File: config.mk
export PLATFORM = sky130hd
export DESIGN_NAME = md5_message_digest
export DESIGN_NICKNAME = d
export VERILOG_FILES = /design/src/sv/md5_pkg.sv /design/src/sv/md5_msg_buf.sv /design/src/sv/md5_round_core.sv /design/src/sv/md5_message_digest.sv
export SDC_FILE = /design/constraint.sdc
export NUM_CORES = 2
export LEC_CHECK = 0
export BUFFER_PORTS_ARGS = -buffer_cell sky130_fd_sc_hd__buf_4
export CAP_MARGIN = 20
export CORE_UTILIZATION = 25
export CTS_CLUSTER_DIAMETER = 60
export DETAILED_ROUTE_END_ITERATION = 10
export SYNTH_ARGS = -nofsm -noshare
export SYNTH_HDL_FRONTEND = slang
export SYNTH_SLANG_ARGS = --single-unit
File: constraint.sdc
create_clock -name clock -period 12.87 [get_ports clock]
set_input_delay 1.287 -clock clock [delete_from_list [all_inputs] [get_ports clock]]
set_output_delay 1.287 -clock clock [all_outputs]
set_load 0.005 [all_outputs]
File: src/sv/md5_pkg.sv
// MD5 digest package: payload structs, state codes, round tables and index helper.
// Used by md5_round_core, md5_msg_buf, md5_message_digest and md5_checker.
package md5_pkg;

   typedef struct packed {
      logic [7:0] data_byte;
      logic       byte_present;
      logic       end_of_message;
   } md5_req_type;

   typedef struct packed {
      logic [31:0] digest_word0;
      logic [31:0] digest_word1;
      logic [31:0] digest_word2;
      logic [31:0] digest_word3;
   } md5_rsp_type;

   typedef struct packed {
      logic [31:0] a;
      logic [31:0] b;
      logic [31:0] c;
      logic [31:0] d;
   } md5_chain_type;

   typedef struct packed {
      logic       wr_en;
      logic [3:0] wr_addr;
      logic [31:0] wr_data;
   } md5_wr_type;

   typedef enum logic [2:0] {
      ST_IDLE,
      ST_HASH,
      ST_PAD_HEAD,
      ST_ZERO,
      ST_LEN_LO,
      ST_LEN_HI,
      ST_EMIT
   } md5_state_type;

   typedef enum logic [1:0] {
      AFT_IDLE,
      AFT_PAD,
      AFT_ZERO,
      AFT_EMIT
   } md5_after_type;

   localparam logic [31:0] IV_A = 32'h67452301;
   localparam logic [31:0] IV_B = 32'hefcdab89;
   localparam logic [31:0] IV_C = 32'h98badcfe;
   localparam logic [31:0] IV_D = 32'h10325476;
   localparam md5_chain_type CHAIN_IV = '{a: IV_A, b: IV_B, c: IV_C, d: IV_D};

   localparam logic [31:0] PAD_BYTE    = 32'h00000080;
   localparam logic [4:0]  BLOCK_WORDS = 5'd16;
   localparam logic [4:0]  LEN_LO_WORD = 5'd14;
   localparam logic [3:0]  LEN_LO_ADDR = 4'd14;
   localparam logic [3:0]  LEN_HI_ADDR = 4'd15;
   localparam logic [5:0]  LAST_POS    = 6'd63;
   localparam logic [5:0]  LAST_ROUND  = 6'd63;

   localparam logic [31:0] K_TABLE [64] = '{
      32'hd76aa478, 32'he8c7b756, 32'h242070db, 32'hc1bdceee,
      32'hf57c0faf, 32'h4787c62a, 32'ha8304613, 32'hfd469501,
      32'h698098d8, 32'h8b44f7af, 32'hffff5bb1, 32'h895cd7be,
      32'h6b901122, 32'hfd987193, 32'ha679438e, 32'h49b40821,
      32'hf61e2562, 32'hc040b340, 32'h265e5a51, 32'he9b6c7aa,
      32'hd62f105d, 32'h02441453, 32'hd8a1e681, 32'he7d3fbc8,
      32'h21e1cde6, 32'hc33707d6, 32'hf4d50d87, 32'h455a14ed,
      32'ha9e3e905, 32'hfcefa3f8, 32'h676f02d9, 32'h8d2a4c8a,
      32'hfffa3942, 32'h8771f681, 32'h6d9d6122, 32'hfde5380c,
      32'ha4beea44, 32'h4bdecfa9, 32'hf6bb4b60, 32'hbebfbc70,
      32'h289b7ec6, 32'heaa127fa, 32'hd4ef3085, 32'h04881d05,
      32'hd9d4d039, 32'he6db99e5, 32'h1fa27cf8, 32'hc4ac5665,
      32'hf4292244, 32'h432aff97, 32'hab9423a7, 32'hfc93a039,
      32'h655b59c3, 32'h8f0ccc92, 32'hffeff47d, 32'h85845dd1,
      32'h6fa87e4f, 32'hfe2ce6e0, 32'ha3014314, 32'h4e0811a1,
      32'hf7537e82, 32'hbd3af235, 32'h2ad7d2bb, 32'heb86d391
   };

   localparam logic [4:0] S_TABLE [64] = '{
      5'd7, 5'd12, 5'd17, 5'd22, 5'd7, 5'd12, 5'd17, 5'd22,
      5'd7, 5'd12, 5'd17, 5'd22, 5'd7, 5'd12, 5'd17, 5'd22,
      5'd5, 5'd9,  5'd14, 5'd20, 5'd5, 5'd9,  5'd14, 5'd20,
      5'd5, 5'd9,  5'd14, 5'd20, 5'd5, 5'd9,  5'd14, 5'd20,
      5'd4, 5'd11, 5'd16, 5'd23, 5'd4, 5'd11, 5'd16, 5'd23,
      5'd4, 5'd11, 5'd16, 5'd23, 5'd4, 5'd11, 5'd16, 5'd23,
      5'd6, 5'd10, 5'd15, 5'd21, 5'd6, 5'd10, 5'd15, 5'd21,
      5'd6, 5'd10, 5'd15, 5'd21, 5'd6, 5'd10, 5'd15, 5'd21
   };

   // Message word used by a round.
   function automatic logic [3:0] msg_index(input logic [5:0] rnd);
      logic [3:0] i;
      logic [3:0] g;
      i = rnd[3:0];
      unique case (rnd[5:4])
         2'd0: g = i;
         2'd1: g = 4'((i << 2) + i + 4'd1);
         2'd2: g = 4'((i << 1) + i + 4'd5);
         2'd3: g = 4'((i << 3) - i);
         default: g = i;
      endcase
      return g;
   endfunction

endpackage

File: src/sv/md5_msg_buf.sv
// MD5 message block store: 16 x 32-bit synchronous RAM, registered read.
// Depends on md5_pkg for the write command struct.
module md5_msg_buf
   import md5_pkg::*;
(
   input  logic        clock,
   input  md5_wr_type  wr,
   input  logic [3:0]  rd_addr,
   output logic [31:0] rd_data
);

   logic [31:0] mem [16];
   logic [31:0] rd_data_ff;

   always_ff @(posedge clock) begin
      if (wr.wr_en) begin
         mem[wr.wr_addr] <= wr.wr_data;
      end
      rd_data_ff <= mem[rd_addr];
   end

   assign rd_data = rd_data_ff;

endmodule

File: src/sv/md5_round_core.sv
// MD5 compression engine: one round per cycle, chain value register and final add.
// Depends on md5_pkg for the round tables, msg_index and the chain struct.
module md5_round_core
   import md5_pkg::*;
(
   input  logic          clock,
   input  logic          reset,
   input  logic          start,
   input  logic          chain_init,
   input  logic [31:0]   rd_data,
   output logic [3:0]    rd_addr,
   output logic          done,
   output md5_chain_type chain
);

   logic          busy_ff, busy_in;
   logic          fin_ff, fin_in;
   logic [5:0]    rnd_ff, rnd_in;
   md5_chain_type work_ff, work_in;
   md5_chain_type chain_ff, chain_in;
   logic [31:0]   f_val;
   logic [31:0]   sum;
   logic [63:0]   rot_dbl;
   logic [31:0]   b_new;

   always_comb begin
      unique case (rnd_ff[5:4])
         2'd0: f_val = (work_ff.b & work_ff.c) | (~work_ff.b & work_ff.d);
         2'd1: f_val = (work_ff.d & work_ff.b) | (~work_ff.d & work_ff.c);
         2'd2: f_val = work_ff.b ^ work_ff.c ^ work_ff.d;
         2'd3: f_val = work_ff.c ^ (work_ff.b | ~work_ff.d);
         default: f_val = '0;
      endcase
      sum     = work_ff.a + f_val + K_TABLE[rnd_ff] + rd_data;
      rot_dbl = {sum, sum} << S_TABLE[rnd_ff];
      b_new   = work_ff.b + rot_dbl[63:32];
   end

   // Prefetch the word for the next round; round 0 reads word 0 on start.
   assign rd_addr = busy_ff ? msg_index(6'(rnd_ff + 6'd1)) : 4'd0;

   always_comb begin
      busy_in  = busy_ff;
      fin_in   = 1'b0;
      rnd_in   = rnd_ff;
      work_in  = work_ff;
      chain_in = chain_ff;
      if (start) begin
         busy_in = 1'b1;
         rnd_in  = '0;
         work_in = chain_ff;
      end else if (busy_ff) begin
         work_in = '{a: work_ff.d, b: b_new, c: work_ff.b, d: work_ff.c};
         rnd_in  = 6'(rnd_ff + 6'd1);
         if (rnd_ff == LAST_ROUND) begin
            busy_in = 1'b0;
            fin_in  = 1'b1;
         end
      end
      if (fin_ff) begin
         chain_in.a = chain_ff.a + work_ff.a;
         chain_in.b = chain_ff.b + work_ff.b;
         chain_in.c = chain_ff.c + work_ff.c;
         chain_in.d = chain_ff.d + work_ff.d;
      end
      if (chain_init) begin
         chain_in = CHAIN_IV;
      end
   end

   always_ff @(posedge clock) begin
      if (reset) begin
         busy_ff  <= 1'b0;
         fin_ff   <= 1'b0;
         rnd_ff   <= '0;
         chain_ff <= CHAIN_IV;
      end else begin
         busy_ff  <= busy_in;
         fin_ff   <= fin_in;
         rnd_ff   <= rnd_in;
         chain_ff <= chain_in;
      end
      work_ff <= work_in;
   end

   assign done  = fin_ff;
   assign chain = chain_ff;

endmodule

File: src/sv/md5_message_digest.sv
// MD5 digest top level: request intake, padding sequencer and digest output register.
// Depends on md5_pkg, md5_msg_buf and md5_round_core.
//
// Usage: each request carries one message byte (byte_present) and/or an end
// marker (end_of_message). Bytes pack little-endian into a 16-word block RAM.
// A request with end_of_message returns one response with the four digest
// words; other requests return nothing.
// Block hashing: the 64th byte of a block starts the round engine, and req_ready
// stays low while it runs its 64 rounds, one per cycle through the single RAM
// read port, and then the chain add.
// End of message: the pad word, up to 13 zero-fill writes and a step to leave
// the fill, 2 length writes, the rounds and chain add, and the output load;
// when 8 or fewer bytes of the block remain, the fill runs to the end of the
// block, which is hashed, and 14 zero writes follow in a fresh block.
// The digest is visible on rsp_valid the cycle after the output load.
// The response sits in an output register: the block keeps taking requests
// while rsp_ready is low and only waits before loading the next digest.
// Reset clears the byte count, loads the MD5 initial chain and drops rsp_valid.
module md5_message_digest
   import md5_pkg::*;
(
   input  logic        clock,
   input  logic        reset,
   input  logic        req_valid,
   output logic        req_ready,
   input  md5_req_type req_data,
   output logic        rsp_valid,
   input  logic        rsp_ready,
   output md5_rsp_type rsp_data
);

   md5_state_type state_ff, state_in;
   md5_after_type after_ff, after_in;
   logic          long_ff, long_in;
   logic [4:0]    zidx_ff, zidx_in;
   logic [60:0]   count_ff, count_in;
   logic [31:0]   word_ff, word_in;
   logic          rsp_valid_ff, rsp_valid_in;
   md5_rsp_type   rsp_data_ff, rsp_data_in;

   md5_wr_type    wr;
   logic          core_start;
   logic          chain_init;
   logic          core_done;
   logic [3:0]    rd_addr;
   logic [31:0]   rd_data;
   md5_chain_type chain;

   logic [5:0]    pos;
   logic [4:0]    lane_shift;
   logic [31:0]   lane_mask;
   logic [31:0]   keep_mask;
   logic [4:0]    zero_limit;
   logic          accept;

   assign pos        = count_ff[5:0];
   assign lane_shift = {pos[1:0], 3'b000};
   assign lane_mask  = 32'h000000ff << lane_shift;
   assign keep_mask  = ~(32'hffffffff << lane_shift);
   assign zero_limit = long_ff ? BLOCK_WORDS : LEN_LO_WORD;
   assign req_ready  = (state_ff == ST_IDLE);
   assign accept     = req_valid && req_ready;

   always_comb begin
      state_in     = state_ff;
      after_in     = after_ff;
      long_in      = long_ff;
      zidx_in      = zidx_ff;
      count_in     = count_ff;
      word_in      = word_ff;
      rsp_valid_in = rsp_valid_ff && !rsp_ready;
      rsp_data_in  = rsp_data_ff;
      wr           = '{wr_en: 1'b0, wr_addr: pos[5:2], wr_data: word_ff};
      core_start   = 1'b0;
      chain_init   = 1'b0;
      unique case (state_ff)
         ST_IDLE: begin
            if (accept) begin
               if (req_data.byte_present) begin
                  word_in = (word_ff & ~lane_mask)
                          | (32'(req_data.data_byte) << lane_shift);
                  count_in = 61'(count_ff + 61'd1);
                  wr = '{wr_en: (pos[1:0] == 2'd3), wr_addr: pos[5:2], wr_data: word_in};
                  if (pos == LAST_POS) begin
                     core_start = 1'b1;
                     after_in   = req_data.end_of_message ? AFT_PAD : AFT_IDLE;
                     state_in   = ST_HASH;
                  end else if (req_data.end_of_message) begin
                     state_in = ST_PAD_HEAD;
                  end
               end else if (req_data.end_of_message) begin
                  state_in = ST_PAD_HEAD;
               end
            end
         end
         ST_HASH: begin
            if (core_done) begin
               unique case (after_ff)
                  AFT_IDLE: state_in = ST_IDLE;
                  AFT_PAD:  state_in = ST_PAD_HEAD;
                  AFT_ZERO: state_in = ST_ZERO;
                  AFT_EMIT: state_in = ST_EMIT;
                  default:  state_in = ST_IDLE;
               endcase
            end
         end
         ST_PAD_HEAD: begin
            // Keep the bytes already in the word, then the 0x80 marker.
            wr = '{wr_en: 1'b1, wr_addr: pos[5:2],
                   wr_data: (word_ff & keep_mask) | (PAD_BYTE << lane_shift)};
            long_in  = (pos[5:3] == 3'd7);
            zidx_in  = 5'({1'b0, pos[5:2]} + 5'd1);
            state_in = ST_ZERO;
         end
         ST_ZERO: begin
            if (zidx_ff < zero_limit) begin
               wr      = '{wr_en: 1'b1, wr_addr: zidx_ff[3:0], wr_data: '0};
               zidx_in = 5'(zidx_ff + 5'd1);
            end else if (long_ff) begin
               // No room for the length: hash this block, then fill a fresh one.
               core_start = 1'b1;
               after_in   = AFT_ZERO;
               long_in    = 1'b0;
               zidx_in    = '0;
               state_in   = ST_HASH;
            end else begin
               state_in = ST_LEN_LO;
            end
         end
         ST_LEN_LO: begin
            wr = '{wr_en: 1'b1, wr_addr: LEN_LO_ADDR, wr_data: {count_ff[28:0], 3'b000}};
            state_in = ST_LEN_HI;
         end
         ST_LEN_HI: begin
            wr = '{wr_en: 1'b1, wr_addr: LEN_HI_ADDR, wr_data: count_ff[60:29]};
            core_start = 1'b1;
            after_in   = AFT_EMIT;
            state_in   = ST_HASH;
         end
         ST_EMIT: begin
            // Hold until the previous digest has been taken.
            if (!rsp_valid_ff || rsp_ready) begin
               rsp_valid_in = 1'b1;
               rsp_data_in  = '{digest_word0: chain.a, digest_word1: chain.b,
                                digest_word2: chain.c, digest_word3: chain.d};
               chain_init   = 1'b1;
               count_in     = '0;
               state_in     = ST_IDLE;
            end
         end
         default: begin
            state_in = ST_IDLE;
         end
      endcase
   end

   always_ff @(posedge clock) begin
      if (reset) begin
         state_ff     <= ST_IDLE;
         after_ff     <= AFT_IDLE;
         long_ff      <= 1'b0;
         zidx_ff      <= '0;
         count_ff     <= '0;
         rsp_valid_ff <= 1'b0;
      end else begin
         state_ff     <= state_in;
         after_ff     <= after_in;
         long_ff      <= long_in;
         zidx_ff      <= zidx_in;
         count_ff     <= count_in;
         rsp_valid_ff <= rsp_valid_in;
      end
      word_ff     <= word_in;
      rsp_data_ff <= rsp_data_in;
   end

   assign rsp_valid = rsp_valid_ff;
   assign rsp_data  = rsp_data_ff;

   md5_msg_buf u_msg_buf (
      .clock   (clock),
      .wr      (wr),
      .rd_addr (rd_addr),
      .rd_data (rd_data)
   );

   md5_round_core u_round_core (
      .clock      (clock),
      .reset      (reset),
      .start      (core_start),
      .chain_init (chain_init),
      .rd_data    (rd_data),
      .rd_addr    (rd_addr),
      .done       (core_done),
      .chain      (chain)
   );

endmodule

# == Word-level counts from Yosys, hierarchy flattened ==
# Memories as Yosys holds them, arrays and structs flattened. A register that Yosys moved wholly into a read port is not among the register bits.
# Cells that the tools add are included.
# Widths: inputs -> output; s select.
# totals
n_memories,3
word_cells,175
inputBits,14
ff_bits,497
ram_bits,512
rom_bits,2368
# op_classes
n_shift,5
n_reduce_logical,23
mux,56
eq_ne,27
n_addsub,17
n_bitwise,20
n_lt_le_gt_ge,2
# mem_list
memory,words,word_bits,rd,rd_ports_with_merged_regs,write_ports,line,text
(no name shown),64,32,1,0,0,md5_round_core.sv:34,sum = work_ff.a + f_val + K_TABLE[rnd_ff] + rd_data;
u_msg_buf.mem,16,32,1,1,1,md5_msg_buf.sv:12,logic [31:0] mem [16];
(no name shown),64,5,1,0,0,md5_round_core.sv:35,"rot_dbl = {sum, sum} << S_TABLE[rnd_ff];"
# op_table
cell,n
$add 32x32->32,8
$mux 128,2
$and 32x32->32,6
$pmux 37 s5,1
$mux 61,3
$or 32x32->32,5
$not 32->32,4
$pmux 32 s4,1
$pmux 61 s2,1
$mux 37,3
$xor 32x32->32,3
$mux 32,2
$shl 64x5->64,1
$shl 8x5->32 const A,2
$add 61x1->61 const B,1
$shl 32x5->32 const A,1
$shl 8x5->32,1
$mux 5,5
$mux 3,8
$pmux 3 s7,1
$mux 1,17
$pmux 4 s4,1
$eq 2x2->1 const B,7
$eq 3x3->1 const B,4
38 further kinds,62

# == Logic depth before layout (Yosys ltp) ==
# logic_depth
word_depth,11
mapped_depth,44
depth_no_buf,39

# == By module ==
# A second synthesis with hierarchy kept.
# unflattened
cells_unflattened,5213
area_unflattened_um2,58087.0
# by_module_without_submodules
module,n_inst,seq_area_each_um2,cells_each,area_per_inst_um2
md5_round_core,1,6566.3,3502,28109.5
md5_msg_buf,1,16015.4,838,19854.0
md5_message_digest,1,6266.0,873,10123.5

# == Worst setup path after synthesis ==
# OpenSTA, ideal clock, no wires.
# synth_path
kind,input to register
start,input rsp_ready
end,"register u_round_core.chain_ff, in the netlist u_round_core.chain[119]"
t_arrival_ps,11755
setup_slack_ps,984
setup_ps,131
cell_stages,7
path_buffers,3
path_cell_list,nor2b_1 -> nor3_1 -> or2_2 -> clkbuf_1 -> clkbuf_1 -> buf_1 -> o22ai_1
# synth_via
elab_chain_len,4
# synth_rtl
element,line,text
"start, declared",md5_message_digest.sv:28,"input logic rsp_ready,"
$logic_or 1x1->1,md5_message_digest.sv:142,if (!rsp_valid_ff || rsp_ready) begin
$mux 1,md5_message_digest.sv:142,
$mux 1,md5_message_digest.sv:76,unique case (state_ff)
named net chain_init,md5_message_digest.sv:43,logic chain_init;
$reduce_or 2->1 (no line),-,
"end signal, assigned",md5_round_core.sv:81,chain_ff <= chain_in;
"end, declared",md5_round_core.sv:20,"md5_chain_type chain_ff, chain_in;"
# The timed path passes the listed nets, and every way through them passes these cells.
# A chain may end at the register's enable or synchronous reset.

==> reports/qor.yml <==
yosys:
  seq_area_frac_synth_pct: 49.3
  synth.avg_cell_area_sq_um: 10.5
  synth_compound_area_share_pct: 14.9
  synth_area_sq_um: 58500
  synth_fa_ha_area_share_pct: 7.08
  synthMuxAreaShare_pct: 8.33
  synth-simple-area-share_pct: 13.3
  synth_warnings: 0
  dominantRegCellSynth: "edfxtp_1"
  synthXorXnorAreaFrac_pct: 3.39
  synthArstFlopShare_pct: 0
  netlist_instances: 5565
  synthesis.nets: 5870
  synth_top_family_by_area: "compound AO/OA/AOI/OAI gates"
  synth.distinct_cells: 87
  ys_seq_elements: 1041
  synth_edf_count: 800
die:
  core-area_sq_um: 233000
  ios: 144
  die_w_um: 486
  dieArea_sq_um: 236000
  rows: 177
  die_h_um: 486
  start_util_pct: 25.2
finish:
  layout-drive-gt1-share_pct: 10.8
  nNetsFinal: 5908
  synthToLayoutAreaGrowth_pct: 14.4
  n_fill_cell: 23938
  finalCoreUtilization_pct: 28.8
setup_path:
  path_max_fanout: 99
  slowest_delay_ns: 0.75
  start_kind: "register"
  cp.arrival_ns: 11.42
  cp.required_ns: 13.33
  critical_path.endpoint_type: "register"
  path_class: "register to register"
  cp_common_cell: "o21ai_1"
  slowest_stage: "a2111oi_0"
global_routing:
  grt_pass1_vias: 41974
  grt_first_pass_wirelength_um: 274000
  grtUsageTotal_pct: 15.2
  grt_antenna_before_repair: 9
  grt_start_max_net_pins: 129
  grt_overflow: 0
routing:
  wl_met3_um: 12400
  vias_per_cell: 5.06
  drc_errors: 0
  vias: 44674
  wire_per_inst_um: 21.1
  drt-initial-drc-count: 4678
  totalWireLength_um: 186000
  wl_met1_um: 82500
  top_layer_used: "met4"
  met2_length_um: 85900
  ant_nets: 0
  dr.pass1.iters: 7
timing:
  skew_ns: 0.0590
  layout_min_cycle_time_ns: 10.96
  setup_viol: 0
  slew_headroom_pct: 20.2
  rsz0062_at_grt: "no"
  worstMarginPinSlew_ns: 1.20
  fmax_mhz: 91.2
  maxSlewViolCount: 0
  fin_crit_sh_pct: 85.2
  whs_ns: 0.497
  hold_viol: 0
  fin_setup_tns_ns: 0
clock_tree:
  htree_num_levels: 3
  cts_setup_buffers: 0
  cts_hold_buffers: 0
  clk_path_buf_depth: 3
  insertion_delay_ns: 0.77
  cts_tree: "yes"
  cts_root_buf: "clkbuf_16"
  cts_resized: 0
  cts_sinks: 1041
  cts_made_buffers: 104
  clk_pin_slew_ns: 0.06
placement:
  gp_congestion: 0.931
  dp_hpwl_um: 128000
  port_buffers: 143
run_status:
  outcome: "complete, no violations"
min_path:
  holdCritPathClass: "register to register"
flow_run:
  maxCapViolations: 0
[critical path, delay by kind of cell, from the launching register on]
family | cells | cell delay (ns)
AO/OA/AOI/OAI | 18 | 5.78
adder cells (fa/ha/maj) | 4 | 1.58
buffers and inverters | 5 | 0.91
flip-flops | 1 | 0.34
multiplexers | 1 | 0.29
AND/OR/NAND/NOR | 5 | 1.68
[placed cells by master (no fill, tap or decap), types with 17 or more instances in the layout]
master and instances:
a21o_1 72, nand2b_1 43, and3_1 37, fa_1 67, clkbuf_1 20, o21bai_1 20
a31oi_1 66, ha_1 224, o211ai_1 40, nand3_1 106, mux2i_1 163, a22oi_1 37
edfxtp_1 800, a21oi_1 390, or3_1 49, nor2b_1 54, xor2_1 109, mux4_2 139
o21a_1 40, o21ai_0 313, o22ai_1 23, nor2_4 17, clkbuf_16 105, nand4_1 20
buf_4 223, xnor2_1 114, inv_1 254, o31ai_1 22, nor3_1 171, nand2_1 759
a221o_1 30, a211oi_1 92, and2_1 24, a311oi_1 19, dfxtp_1 235, nor2_1 443
[path summary, 6_finish.rpt]
| check | startpoint | to | slack [ns] | depth (start not counted) |
|---|---|---|---|---|
| max | u_round_core.rnd_ff[3] | u_round_core.work_ff[95] | 1.91 | 33 |
| min | u_round_core.chain[31] | rsp_data[31] | 0.50 | 0 |
| max reg2reg | u_round_core.rnd_ff[3] | u_round_core.work_ff[95] | 1.91 | 33 |
| min reg2reg | u_round_core.chain[31] | rsp_data[31] | 0.50 | 0 |
[stage by stage]
step / cell area (sq um) / setup WS, ns / instances
final: 67000 / 1.91 / 8825
after CTS: 67000 / 2.20 / 8824
after global placement: 63300 / 2.21 / 8625
after global routing: 67000 / 1.32 / 8824
after detailed placement: 63300 / 2.29 / 8629
after floorplan: 58500 / 0.984 / 5565
[synth_stat cells, types with 139 or more instances]
library cell	number	area (sq um)
inv_1	256	961
edfxtp_1	800	24000
nand2_1	760	2850
nor2_1	460	1730
dfxtp_1	241	4820
ha_1	224	2800
o21ai_0	315	1580
nor3_1	172	861
a21oi_1	391	1960
mux2i_1	163	1630
clkbuf_1	203	762
mux4_2	139	3130
[final cells by class]
cell class | count | area (sq um) | share of cell area, %
diodes | 1 | 2.50 | 0.00374
clock buffers | 128 | 2740 | 4.10
clock inverters | 67 | 897 | 1.34
inverters | 258 | 971 | 1.45
multi-input cells | 3967 | 27800 | 41.5
flip-flops and latches | 1041 | 28900 | 43.1
well taps | 3132 | 3920 | 5.85
repair buffers | 231 | 1800 | 2.69
[registers in the layout, summed over array words and instances, names as in the netlist, 5 cells and up]
signal	cells
u_msg_buf.mem	512
u_round_core.chain	128
u_round_core.rnd_ff	6
u_msg_buf.rd_data	32
count_ff	61
word_ff	32
zidx_ff	5
rsp_data	128
u_round_core.work_ff	128
[cell families (layout without fill, tap and decap cells)]
group	Yosys count	after routing
AOI/OAI and AO/OA	1360	1360
xor gates and xnor gates	226	226
adders and majority gates	291	291
buffers and inverters	557	684
DFF	1041	1041
muxes	312	312
other	0	1
and+or+nand+nor	1778	1778
[layer usage]
metal / track usage, % / up-vias
li1: - / 20602
met1: 21.1 / 22197
met2: 24.4 / 1601
met3: 2.05 / 274
met4: 4.76 / 0
met5: 0 / -
Power is not shown: default switching activity piles up to over one toggle a cycle in this logic, so the estimate is an artifact.
